File: src/rtl/etsc_pkg.sv
// ----------------------------------------------------------------------------
// etsc_pkg: shared constants for the eye smoothing and crop block
// Register codes, reset values and fixed-point reciprocals used by the
// sequencer and the shared multiplier.
// ----------------------------------------------------------------------------
package etsc_pkg;

  localparam int CFG_BITS     = 12;
  localparam int CFG_IDX_BITS = 4;

  localparam logic [CFG_IDX_BITS-1:0] CFG_FRAME_COLS = 4'd0;
  localparam logic [CFG_IDX_BITS-1:0] CFG_FRAME_ROWS = 4'd1;
  localparam logic [CFG_IDX_BITS-1:0] CFG_ROI_LEFT   = 4'd2;
  localparam logic [CFG_IDX_BITS-1:0] CFG_ROI_TOP    = 4'd3;

  localparam logic [CFG_BITS-1:0] FRAME_COLS_RST = 12'd1920;
  localparam logic [CFG_BITS-1:0] FRAME_ROWS_RST = 12'd1080;

  // eye shift dead zone and span
  localparam int SHIFT_LOW  = 30;
  localparam int SHIFT_HIGH = 300;
  localparam int T_BITS     = 9;

  // w = floor(t * 65536 / 900) = (t * W_RECIP) >> W_SHIFT, exact for t <= 300
  localparam int W_BITS  = 15;
  localparam int W_MAX   = 21845;
  localparam int W_RECIP = 9544372;
  localparam int W_SHIFT = 17;

  localparam int BLEND_SHIFT = 16;
  localparam int BLEND_ROUND = 32768;

  // floor(d * 38 / 10) and floor(d * 53 / 10) via ceil(2^26 / 10)
  localparam int CW_RECIP     = 255013706;
  localparam int CH_RECIP     = 355677011;
  localparam int DIV10_SHIFT  = 26;

  // floor(h * 11 / 26) via 11 * ceil(2^21 / 26)
  localparam int CY_RECIP = 887260;
  localparam int CY_SHIFT = 21;

  // signed width of the a side of the multiplier (constants and the blend weight)
  localparam int MUL_A_BITS = 30;

endpackage

File: src/rtl/eye_track_smooth_crop_top.sv
// ----------------------------------------------------------------------------
// eye_track_smooth_crop_top: per-frame eye smoothing and crop window
// Blends the detected eye centres into stored positions, tracks the smile
// intensity and emits a crop rectangle clamped to the frame.
// ----------------------------------------------------------------------------
// Usage:
//   in_*   one detection word per video frame (valid/ready)
//   out_*  one result word per input word (valid/ready)
//   cfg_*  register writes, always ready; write only while the block is idle
// Sequence: a word with a face runs every step; a word without a face
//   goes straight to the crop steps. The block accepts one word at a time
//   (in_ready only while idle). The sequencer steps the four shift
//   terms through the subtractor, then the weight, four blends and
//   three crop products through one multiplier.
// Output: the result sits in an output register; the next word is accepted
//   while it waits. If the receiver stalls, the sequencer holds its last
//   step until the register frees up, so nothing is dropped.
// Reset: stored eyes and intensity clear to zero, frame size to 1920x1080,
//   region offsets to zero, no result pending.
// ----------------------------------------------------------------------------
module eye_track_smooth_crop_top #(
  parameter int COORD_BITS = 12,
  parameter int SCORE_BITS = 16
) (
  input  logic                                clk,
  input  logic                                rst_n,

  input  logic                                cfg_valid,
  output logic                                cfg_ready,
  input  logic [etsc_pkg::CFG_IDX_BITS-1:0]   cfg_index,
  input  logic [etsc_pkg::CFG_BITS-1:0]       cfg_data,

  input  logic                                in_valid,
  output logic                                in_ready,
  input  logic                                in_face_found,
  input  logic [COORD_BITS-1:0]               in_face_x,
  input  logic [COORD_BITS-1:0]               in_face_y,
  input  logic [COORD_BITS-1:0]               in_left_eye_x,
  input  logic [COORD_BITS-1:0]               in_left_eye_y,
  input  logic [COORD_BITS-1:0]               in_right_eye_x,
  input  logic [COORD_BITS-1:0]               in_right_eye_y,
  input  logic [SCORE_BITS-1:0]               in_smile_score,

  output logic                                out_valid,
  input  logic                                out_ready,
  output logic [etsc_pkg::CFG_BITS-1:0]       out_crop_x,
  output logic [etsc_pkg::CFG_BITS-1:0]       out_crop_y,
  output logic [etsc_pkg::CFG_BITS-1:0]       out_crop_width,
  output logic [etsc_pkg::CFG_BITS-1:0]       out_crop_height,
  output logic [SCORE_BITS-1:0]               out_smooth_intensity,
  output logic [COORD_BITS-1:0]               out_left_x,
  output logic [COORD_BITS-1:0]               out_left_y,
  output logic [COORD_BITS-1:0]               out_right_x,
  output logic [COORD_BITS-1:0]               out_right_y
);

  localparam int CB  = etsc_pkg::CFG_BITS;
  localparam int AW  = ((COORD_BITS > CB) ? COORD_BITS : CB) + 2;
  localparam int DW  = AW + 1;
  localparam int SW  = AW + 2;
  localparam int MA  = etsc_pkg::MUL_A_BITS;
  localparam int MB  = DW;
  localparam int PW  = MA + MB;
  localparam int QW  = PW - etsc_pkg::DIV10_SHIFT;
  localparam int PLW = AW + 1;
  localparam int TW  = etsc_pkg::T_BITS;
  localparam int WB  = etsc_pkg::W_BITS;

  localparam logic signed [PW-1:0]  ROUND_S   = PW'(etsc_pkg::BLEND_ROUND);
  localparam logic signed [PW-1:0]  CMAX_S    = PW'((1 << COORD_BITS) - 1);
  localparam logic signed [PLW-1:0] ONE_S     = PLW'(1);
  localparam logic [SW-1:0]         T_LO      = SW'(etsc_pkg::SHIFT_LOW);
  localparam logic [SW-1:0]         T_HI      =
    SW'(etsc_pkg::SHIFT_LOW + etsc_pkg::SHIFT_HIGH);

  typedef enum logic [3:0] {
    S_IDLE, S_SUM, S_WGT_MUL, S_WGT_GET, S_BL_MUL, S_BL_UPD,
    S_CW_MUL, S_CH_MUL, S_CH_GET, S_CY_MUL, S_FINISH
  } state_t;

  state_t                  state_r;
  logic [1:0]              idx_r;
  logic [CB-1:0]           cols_r, rows_r, roi_x_r, roi_y_r;
  logic [AW-1:0]           cur_r [4];
  logic [COORD_BITS-1:0]   prev_r [4];
  logic [SCORE_BITS-1:0]   int_r;
  logic [SW-1:0]           acc_r;
  logic [WB-1:0]           w_r;
  logic [CB-1:0]           width_r, height_r;
  logic                    out_valid_r;
  logic [CB-1:0]           crop_x_r, crop_y_r, crop_w_r, crop_h_r;
  logic [SCORE_BITS-1:0]   inten_r;
  logic [COORD_BITS-1:0]   eye_r [4];

  logic                    in_acc;
  logic                    out_free;
  logic signed [DW-1:0]    diff;
  logic [SW-1:0]           absd;
  logic [TW-1:0]           t_val;
  logic signed [MA-1:0]    mul_a;
  logic signed [MB-1:0]    mul_b;
  logic signed [PW-1:0]    prod_r;
  logic signed [PW-1:0]    adj, blend_v;
  logic [COORD_BITS-1:0]   blend_sat;
  logic signed [COORD_BITS:0] d_s, dpos;
  logic [CB-1:0]           wlim, hlim;
  logic [QW-1:0]           q_div;
  logic [CB-1:0]           width_nxt, height_nxt;
  logic [COORD_BITS-1:0]   cx, cy;
  logic [COORD_BITS:0]     sum_x, sum_y;
  logic [CB-1:0]           hy;
  logic signed [PLW-1:0]   sx, sy;
  logic [CB-1:0]           crop_x_nxt, crop_y_nxt;

  // place a span of the given size near start inside [0, extent)
  function automatic logic [CB-1:0] place(input logic signed [PLW-1:0] start,
                                          input logic [CB-1:0] size,
                                          input logic [CB-1:0] extent);
    logic signed [PLW-1:0] s, sz, ex;
    s  = start;
    sz = $signed({{(PLW-CB){1'b0}}, size});
    ex = $signed({{(PLW-CB){1'b0}}, extent});
    if (s < 0) s = '0;
    if (s + sz >= ex) s = ex - sz - ONE_S;
    if (s < 0) s = '0;
    return s[CB-1:0];
  endfunction

  assign cfg_ready = 1'b1;
  assign in_ready  = (state_r == S_IDLE);
  assign in_acc    = in_valid && in_ready;
  assign out_free  = !out_valid_r || out_ready;

  etsc_mul #(
    .A_BITS (MA),
    .B_BITS (MB)
  ) u_mul (
    .clk (clk),
    .a   (mul_a),
    .b   (mul_b),
    .p_r (prod_r)
  );

  always_comb begin
    diff = $signed({1'b0, cur_r[idx_r]})
         - $signed({{(DW-COORD_BITS){1'b0}}, prev_r[idx_r]});
    absd = diff[DW-1] ? SW'(-diff) : SW'(diff);

    // dead zone of SHIFT_LOW, then saturate at SHIFT_HIGH
    if (acc_r <= T_LO) t_val = '0;
    else if (acc_r >= T_HI) t_val = TW'(etsc_pkg::SHIFT_HIGH);
    else t_val = TW'(acc_r - T_LO);

    adj     = (prod_r + ROUND_S) >>> etsc_pkg::BLEND_SHIFT;
    blend_v = adj + $signed({{(PW-COORD_BITS){1'b0}}, prev_r[idx_r]});
    if (blend_v < 0) blend_sat = '0;
    else if (blend_v > CMAX_S) blend_sat = '1;
    else blend_sat = blend_v[COORD_BITS-1:0];

    d_s  = $signed({1'b0, prev_r[2]}) - $signed({1'b0, prev_r[0]});
    dpos = (d_s > 0) ? d_s : '0;

    wlim  = (cols_r == '0) ? '0 : cols_r - CB'(1);
    hlim  = (rows_r == '0) ? '0 : rows_r - CB'(1);
    q_div = prod_r[PW-1:etsc_pkg::DIV10_SHIFT];
    width_nxt  = (q_div > QW'(wlim)) ? wlim : q_div[CB-1:0];
    height_nxt = (q_div > QW'(hlim)) ? hlim : q_div[CB-1:0];

    sum_x = {1'b0, prev_r[0]} + {1'b0, prev_r[2]};
    sum_y = {1'b0, prev_r[1]} + {1'b0, prev_r[3]};
    cx    = sum_x[COORD_BITS:1];
    cy    = sum_y[COORD_BITS:1];
    hy    = prod_r[etsc_pkg::CY_SHIFT +: CB];
    sx    = $signed({{(PLW-COORD_BITS){1'b0}}, cx})
          - $signed({{(PLW-CB+1){1'b0}}, width_r[CB-1:1]});
    sy    = $signed({{(PLW-COORD_BITS){1'b0}}, cy})
          - $signed({{(PLW-CB){1'b0}}, hy});
    crop_x_nxt = place(sx, width_r, cols_r);
    crop_y_nxt = place(sy, height_r, rows_r);
  end

  // multiplier operand select
  always_comb begin
    mul_a = '0;
    mul_b = '0;
    unique case (state_r) inside
      S_WGT_MUL: begin
        mul_a = MA'(etsc_pkg::W_RECIP);
        mul_b = $signed({{(MB-TW){1'b0}}, t_val});
      end
      S_BL_MUL: begin
        mul_a = $signed({{(MA-WB){1'b0}}, w_r});
        mul_b = diff;
      end
      S_CW_MUL: begin
        mul_a = MA'(etsc_pkg::CW_RECIP);
        mul_b = MB'(dpos);
      end
      S_CH_MUL: begin
        mul_a = MA'(etsc_pkg::CH_RECIP);
        mul_b = MB'(dpos);
      end
      // keep the crop y product on while the final step waits
      S_CY_MUL, S_FINISH: begin
        mul_a = MA'(etsc_pkg::CY_RECIP);
        mul_b = $signed({{(MB-CB){1'b0}}, height_r});
      end
      default: begin
        mul_a = '0;
        mul_b = '0;
      end
    endcase
  end

  always_ff @(posedge clk) begin
    if (!rst_n) begin
      state_r     <= S_IDLE;
      idx_r       <= '0;
      cols_r      <= etsc_pkg::FRAME_COLS_RST;
      rows_r      <= etsc_pkg::FRAME_ROWS_RST;
      roi_x_r     <= '0;
      roi_y_r     <= '0;
      prev_r      <= '{default: '0};
      int_r       <= '0;
      out_valid_r <= 1'b0;
    end else begin
      if (cfg_valid && cfg_ready) begin
        unique case (cfg_index)
          etsc_pkg::CFG_FRAME_COLS: cols_r  <= cfg_data;
          etsc_pkg::CFG_FRAME_ROWS: rows_r  <= cfg_data;
          etsc_pkg::CFG_ROI_LEFT:   roi_x_r <= cfg_data;
          etsc_pkg::CFG_ROI_TOP:    roi_y_r <= cfg_data;
          default: ;
        endcase
      end

      if (state_r == S_FINISH && out_free) out_valid_r <= 1'b1;
      else if (out_ready) out_valid_r <= 1'b0;

      unique case (state_r)
        S_IDLE: begin
          if (in_acc) begin
            cur_r[0] <= AW'(roi_x_r) + AW'(in_face_x) + AW'(in_left_eye_x);
            cur_r[1] <= AW'(roi_y_r) + AW'(in_face_y) + AW'(in_left_eye_y);
            cur_r[2] <= AW'(roi_x_r) + AW'(in_face_x) + AW'(in_right_eye_x);
            cur_r[3] <= AW'(roi_y_r) + AW'(in_face_y) + AW'(in_right_eye_y);
            acc_r    <= '0;
            idx_r    <= '0;
            if (in_face_found) begin
              int_r   <= SCORE_BITS'(({1'b0, int_r} + {1'b0, in_smile_score}) >> 1);
              state_r <= S_SUM;
            end else begin
              int_r   <= '0;
              state_r <= S_CW_MUL;
            end
          end
        end
        S_SUM: begin
          acc_r <= acc_r + absd;
          idx_r <= idx_r + 2'd1;
          if (idx_r == 2'd3) state_r <= S_WGT_MUL;
        end
        S_WGT_MUL: state_r <= S_WGT_GET;
        S_WGT_GET: begin
          w_r     <= prod_r[etsc_pkg::W_SHIFT +: WB];
          state_r <= S_BL_MUL;
        end
        S_BL_MUL: state_r <= S_BL_UPD;
        S_BL_UPD: begin
          prev_r[idx_r] <= blend_sat;
          idx_r         <= idx_r + 2'd1;
          state_r       <= (idx_r == 2'd3) ? S_CW_MUL : S_BL_MUL;
        end
        S_CW_MUL: state_r <= S_CH_MUL;
        S_CH_MUL: begin
          width_r <= width_nxt;
          state_r <= S_CH_GET;
        end
        S_CH_GET: begin
          height_r <= height_nxt;
          state_r  <= S_CY_MUL;
        end
        S_CY_MUL: state_r <= S_FINISH;
        S_FINISH: begin
          // hold here until the output register frees up
          if (out_free) begin
            crop_x_r    <= crop_x_nxt;
            crop_y_r    <= crop_y_nxt;
            crop_w_r    <= width_r;
            crop_h_r    <= height_r;
            inten_r     <= int_r;
            eye_r       <= prev_r;
            state_r     <= S_IDLE;
          end
        end
        default: state_r <= S_IDLE;
      endcase
    end
  end

  assign out_valid            = out_valid_r;
  assign out_crop_x           = crop_x_r;
  assign out_crop_y           = crop_y_r;
  assign out_crop_width       = crop_w_r;
  assign out_crop_height      = crop_h_r;
  assign out_smooth_intensity = inten_r;
  assign out_left_x           = eye_r[0];
  assign out_left_y           = eye_r[1];
  assign out_right_x          = eye_r[2];
  assign out_right_y          = eye_r[3];

  a_busy_after_accept: assert property (@(posedge clk) disable iff (!rst_n)
    in_valid && in_ready |=> !in_ready)
    else $error("block took a word without leaving idle");

  a_result_from_finish: assert property (@(posedge clk) disable iff (!rst_n)
    $rose(out_valid_r) |-> $past(state_r == S_FINISH))
    else $error("result word loaded outside the final step");

  a_finish_holds: assert property (@(posedge clk) disable iff (!rst_n)
    state_r == S_FINISH && out_valid_r && !out_ready |=> state_r == S_FINISH)
    else $error("sequencer left final step while output was stalled");

  a_weight_range: assert property (@(posedge clk) disable iff (!rst_n)
    state_r == S_BL_MUL |-> w_r <= WB'(etsc_pkg::W_MAX))
    else $error("blend weight above one third");

endmodule

File: src/rtl/etsc_mul.sv
// ----------------------------------------------------------------------------
// etsc_mul: shared signed multiplier
// One signed product per cycle, registered at the output.
// ----------------------------------------------------------------------------
module etsc_mul #(
  parameter int A_BITS = 30,
  parameter int B_BITS = 15
) (
  input  logic                             clk,
  input  logic signed [A_BITS-1:0]         a,
  input  logic signed [B_BITS-1:0]         b,
  output logic signed [A_BITS+B_BITS-1:0]  p_r
);

  always_ff @(posedge clk) begin
    p_r <= (A_BITS+B_BITS)'(a) * (A_BITS+B_BITS)'(b);
  end

endmodule
File: config.mk
export PLATFORM = sky130hd
export DESIGN_NAME = eye_track_smooth_crop_top
export DESIGN_NICKNAME = d
export VERILOG_FILES = /design/src/rtl/etsc_pkg.sv /design/src/rtl/eye_track_smooth_crop_top.sv /design/src/rtl/etsc_mul.sv
export SDC_FILE = /design/constraint.sdc
export NUM_CORES = 2
export LEC_CHECK = 0
export ABC_AREA = 1
export CAP_MARGIN = 25
export CORE_UTILIZATION = 46
export CTS_CLUSTER_DIAMETER = 120
export DETAILED_ROUTE_END_ITERATION = 10
export DONT_BUFFER_PORTS = 1
export GPL_ROUTABILITY_DRIVEN = 0
export PLACE_DENSITY = 0.62
export SYNTH_ARGS = -nofsm -noshare
export SYNTH_HDL_FRONTEND = slang
export SYNTH_SLANG_ARGS = --single-unit
File: constraint.sdc
create_clock -name clk -period 13.2 [get_ports clk]
set_input_delay 1.98 -clock clk [delete_from_list [all_inputs] [get_ports clk]]
set_output_delay 1.98 -clock clk [all_outputs]
set_load 0.1 [all_outputs]
Word level (Yosys, flattened, before mapping)
Memory sizes are Yosys's and may differ from the RTL's. A register that Yosys moved wholly into a read port is not among the register bits.
Cells that the tools add are included.
- bits in writable memories: 56
- logic and storage cells: 156
- input port bits: 110
- register bits after elaboration: 331
- output and inout bits: 115
- memories: 1
- memory list (memory ; words ; width ; rd ports ; clocked after Yosys merged registers in ; write ports ; RTL line ; RTL):
    cur_r ; 4 ; 14 ; 1 ; 1 ; 4 ; eye_track_smooth_crop_top.sv:84 ; logic [AW-1:0] cur_r [4];
- order comparisons: 15
- multiplexer cells: 41
- eq/ne operators: 17
- $mul: 1
- add/sub/neg operators: 27
- bitwise operators: 1
- reduce and logical (&&, ||, !) cells: 27
- operators with widths (cell ; number):
    one-hot mux 29 bit (5 select lines) ; 1
    two-way mux 12 bit ; 9
    two-way mux 15 bit ; 4
    one-hot mux 15 bit (4 select lines) ; 1
    adder 12 x 12 -> 13 bit ; 4
    subtractor 12 x 12 -> 13 bit ; 4
    bitwise mux 48 bit ; 1
    two-way mux 16 bit ; 3
    adder 45 x 17 -> 45 bit, second input constant ; 1
    multiplier 30 x 15 -> 45 bit ; 1
    one-hot mux 4 bit (11 select lines) ; 1
    > comparator 19 x 12 -> 1 bit ; 2
    one-hot mux 16 bit (2 select lines) ; 1
    adder 15 x 13 -> 15 bit ; 2
    adder 29 x 13 -> 30 bit ; 1
    >= comparator 15 x 13 -> 1 bit ; 2
    > comparator 30 x 13 -> 1 bit, second input constant ; 1
    less-than comparator 15 x 1 -> 1 bit, second input constant ; 2
    less-than comparator 30 x 1 -> 1 bit, second input constant ; 1
    adder 13 x 12 -> 14 bit ; 2
    adder 14 x 12 -> 14 bit ; 2
    subtractor 13 x 2 -> 14 bit, second input constant ; 2
    less-than comparator 13 x 1 -> 1 bit, second input constant ; 2
    binary-select mux 12 bit (select 2 bit) ; 1
    38 further kinds ; 78

Longest topological paths before layout
- word-level depth: 9
- mapped depth: 49
- depth with buffers taken out: 47

By module
A second synthesis with hierarchy kept.
- cell total of the unflattened synthesis: 5882
- area, all modules: 45160.8 µm²
- by module, submodules not included (module ; seq. area each (µm²) ; times used ; cells an instance ; area an instance (µm²)):
    eye_track_smooth_crop_top ; 9118.7 ; 1 ; 3511 ; 27302.4
    etsc_mul ; 900.9 ; 1 ; 2371 ; 17858.4

Worst setup path before layout
OpenSTA, ideal clock, no wires.
- kind: input to register
- start: input rst_n
- end: register crop_h_r[0] (netlist: out_crop_height[0]) (enable)
- cell stages on the path: 4
- arrival: 10.139 ns
- buffers on the path: 2
- library setup time: 0.720 ns
- required time: 12.480 ns
- setup slack: 2.341 ns
- cells stage by stage: clkbuf_1 > inv_2 > buf_1 > nor3_1
- longest elaborated chain between the ends: 1
- ends and longest elaborated chain (what ; RTL line ; RTL):
    start, declared ; eye_track_smooth_crop_top.sv:26 ; input logic rst_n,
    AND reduction 3 bit (no source line) ; -- ;
    end signal, assigned ; eye_track_smooth_crop_top.sv:290 ; crop_h_r <= height_r;
    end, declared ; eye_track_smooth_crop_top.sv:91 ; logic [CB-1:0] crop_x_r, crop_y_r, crop_w_r, crop_h_r;
Every way passes these cells.
A chain may end at the register's enable or synchronous reset.

Worst setup path in the final report
- start: register idx_r[0]
- end: register u_mul.p_r[39]
- longest elaborated chain between the ends: 7
- ends and longest elaborated chain (what ; RTL line ; RTL):
    start, declared ; eye_track_smooth_crop_top.sv:82 ; logic [1:0] idx_r;
    start signal, assigned ; eye_track_smooth_crop_top.sv:260 ; idx_r <= idx_r + 2'd1;
    start signal, assigned ; eye_track_smooth_crop_top.sv:271 ; idx_r <= idx_r + 2'd1;
    NOT 2 -> 3 bit (not written as such) ; eye_track_smooth_crop_top.sv:146 ; - $signed({{(DW-COORD_BITS){1'b0}}, prev_r[idx_r]});
    binary-select mux 12 bit (select 2 bit) ; eye_track_smooth_crop_top.sv:146 ;
    two-way mux 12 bit (not written as such) (2 in series) ; eye_track_smooth_crop_top.sv:146 ;
    subtractor 14 x 12 -> 15 bit ; eye_track_smooth_crop_top.sv:146 ;
    one-hot mux 15 bit (4 select lines) ; eye_track_smooth_crop_top.sv:186 ; unique case (state_r) inside
    multiplier 30 x 15 -> 45 bit ; etsc_mul.sv:16 ; p_r <= (A_BITS+B_BITS)'(a) * (A_BITS+B_BITS)'(b);
    end signal, assigned ; etsc_mul.sv:16 ;
    end, declared ; etsc_mul.sv:12 ; output logic signed [A_BITS+B_BITS-1:0] p_r
Every way passes these cells. The select of a mux whose other input is x is not followed.

==> results.md <==
* Status: finished clean
* Dpl ws at 3.679 ns
* CTS clk-pin slew, worst paths at 0.07 ns
* CP endpoint kind: register
* Final Routed Wirelength at 124,200 um
* Ports at 225
* Combinational Power Share at 54.1%
* CP peak stage delay at 0.54 ns
* Post-route ant nets at 0
* CTS H-tree lvls at 2
* Peak VDD IR at 0.0001084 V
* N_diodes at 0
* Power density cells at 146.3 nW/um2
* M1 wire length at 54,280 um
* CTS sink cnt at 374
* GRT Util Overall at 27.65%
* LEAKAGE at 21.68 nW
* Switching share of power at 48.32%
* Clk pwr share at 21.1%
* Core Box Area at 87,160 um2
* Reg2Reg Launch Point: idx_r[0]
* Final Max Slew Viols at 0
* Layout cell share with drive strength beyond 1 at 4.739%
* First-pass GRT wire length at 189,500 um
* Grt ovf at 0
* DR vias at 33,620
* Critical Path End: u_mul.p_r[39]
* Total negative slack at 0 ns
* RSZ-0062 raised after global routing: no
* Int Pwr at 3.311 mW
* Row count at 108
* DP HPWL at 102,900 um
* Worst Path Max Fanout at 37
* CTS-repair resized insts at 0
* Initial core utilization at 46.66%
* Post-DR vias/cell at 5.350
* Layout fillers at 8,530
* Post-synth ARST share at 0%
* DR WL/cell at 19.77 um
* Number of global-route vias before repair at 32,210
* Post-synth EDFFs at 223
* R2r endpoint: u_mul.p_r[39]
* Post-Syn Area at 40,670 um2
* Met3 wire len at 11,130 um
* Die H at 299.3 um
* Slowest stage cell, crit path: fa_1
* Met2 WL at 54,730 um
* Max-slew headroom at 29.31%
* Number of port buffers at 0
* Remaining DRCs at 0
* Antenna violations before repair at 8
* Worst hold path class: register to register
* Clock buffers created by TritonCTS at 47
* Reg2Reg Setup Slack at 3.64 ns
* Fin nets at 5,995
* Switching Power at 3.096 mW
* Max Clock Freq at 0.1046 GHz
* Crit path from: idx_r[0]
* Crit path arrival time at 10.05 ns
* Mean Syn Cell Area at 8.034 um2
* Largest net degree at the start of global routing at 90
* CTS tree: built
* Top routing layer in use: met5
* Period Utilization, post-route at 72.45%
* Ys flop type: edfxtp_1
* Sequential fraction of the synthesis area at 23.90%
* Final setup vio count at 0
* Library cells used by synthesis at 70
* Worst-Margin Slew at 1.063 ns
* Crit path top cell by count: fa_1
* Critical setup path kind: register to register
* Final critical-path required period at 9.563 ns
* Root Buffer: clkbuf_16
* # Post-CTS Setup Buffers at 0
* CTS Buffer Depth at 3
* Clock latency on the worst-skew pair at 0.62 ns
* Yosys reg bits at 374
* Hold Buf Count CTS at 0
* Syn. warnings at 0
* Layout area overhead at 7.658%
* Max-Cap Viols at 0
* Final Hold Fails at 0
* Worst Skew at 0.04133 ns
* Initial drt markers at 2,637
* Setup crit start kind: register
* Drt first pass iters at 5
* Die Wd at 299.3 um
* Setup WS post-layout at 3.637 ns
* Die area at 89,600 um2
* Sequential Power Share at 24.8%
* Mapped Cells at 5,062
* Required time of the critical path at 13.69 ns
* R2r worst-path depth at 37
==> power by group through the flow <==
stage               combinational, mW  clock (mW)  sequential (mW)
floorplan                        2.48           0             1.50
global placement                 3.35           0             1.60
detailed placement               3.41           0             1.60
CTS                              3.43        1.38             1.58
global route                     3.88        1.43             1.59
finish                           3.47        1.35             1.59
==> through the flow <==
step	hold slack (ns)	instances	total power [mW]	area [um2]	util [%]
2_1_floorplan	0.4274	5090	3.978	40770	-
4_1_cts	0.4672	6281	6.399	43760	50.21
5_1_grt	0.4872	6283	6.904	43780	50.23
6_report	0.4692	6283	6.407	43780	50.23
3_5_place_dp	0.4497	6193	5.017	42140	48.35
3_3_place_gp	0.4478	6190	4.958	42090	48.29
==> logic make-up after synthesis <==
logic type                 share of synthesized area [%]
buffers and inverters                              10.53
other                                            0.01847
and+or+nand+nor                                    16.43
AOI/OAI and AO/OA                                  13.08
xor gates and xnor gates                           5.034
adders and majority gates                          31.01
DFF                                                23.90
==> layout make-up <==
cell class	count	area, um2	share of cell area (%)
clock buffers	56	1260	2.878
clock inverters	32	357.8	0.8174
inverters	1035	3885	8.874
multi-input cells	3594	26800	61.21
flip-flops and latches	374	9719	22.20
well taps	1155	1445	3.301
repair buffers	37	316.6	0.7230
==> metal layers <==
layer / GRT usage, % / vias up
li1: - / 16280
met5: 0.7937 / -
met4: 8.200 / 2
met1: 38.15 / 15930
met3: 6.067 / 169
met2: 43.26 / 1242
==> worst min-delay path by stage <==
stage	from	endpoint	cells after the start	slack, ns
after global routing	int_r[11]	out_smooth_intensity[11]	0	0.49
final	int_r[3]	out_smooth_intensity[3]	0	0.47
after CTS	int_r[3]	out_smooth_intensity[3]	0	0.47
after global placement	int_r[3]	out_smooth_intensity[3]	0	0.45
after floorplan	roi_y_r[0]	roi_y_r[0]	2	0.43
after detailed placement	int_r[2]	out_smooth_intensity[2]	0	0.45
==> flip-flops by register name, indices dropped and copies added (netlist names), 15 cells and up, named ones only <==
name,cells
acc_r,16
cur_r,56
u_mul.p_r,30
out_smooth_intensity,16
w_r,15
prev_r,48
int_r,16
==> placed cells by master, fill, tap and decap left out, drive strengths merged, types with 31 or more instances in the layout <==
cell    count
inv      1032
nand2     784
nor2      545
ha        443
a21oi     432
fa        353
o21ai     314
edfxtp    223
xor2      177
dfxtp     151
nand3     142
clkbuf     56
xnor2      55
nor3       52
a31oi      43
nand4      38
buf        37
o21bai     31
==> Yosys cell counts (all sizes together), types with 8 or more instances <==
library cell	instances	area (um2)
inv	1027	3855
nand2	784	2965
nor2	545	2116
ha	443	5543
a21oi	432	2282
fa	353	7067
o21ai	314	1703
edfxtp	223	6696
xor2	177	1565
dfxtp	151	3023
nand3	142	725.7
clkbuf	56	212.7
xnor2	55	481.7
nor3	52	276.5
a31oi	43	269.0
nand4	38	244.0
o21bai	31	247.7
buf	27	147.6
o21a	21	157.7
or2	21	131.4
a32oi	12	105.1
nand3b	11	82.58
o22ai	11	68.82
a211oi	10	75.07
a21o	9	67.56
o211ai	9	67.56
clkinv	8	30.03
o31ai	8	60.06
==> worst max-delay path: cells and delay by family (launching register included) <==
kind / cells / cell delay (ns)
compound gates: 11 / 1.93
simple gates: 8 / 1.23
flops: 1 / 0.30
buf+inv: 8 / 1.63
xor+xnor: 1 / 0.14
fa+ha+maj: 9 / 4.16
(Power assumes the default switching activity.)
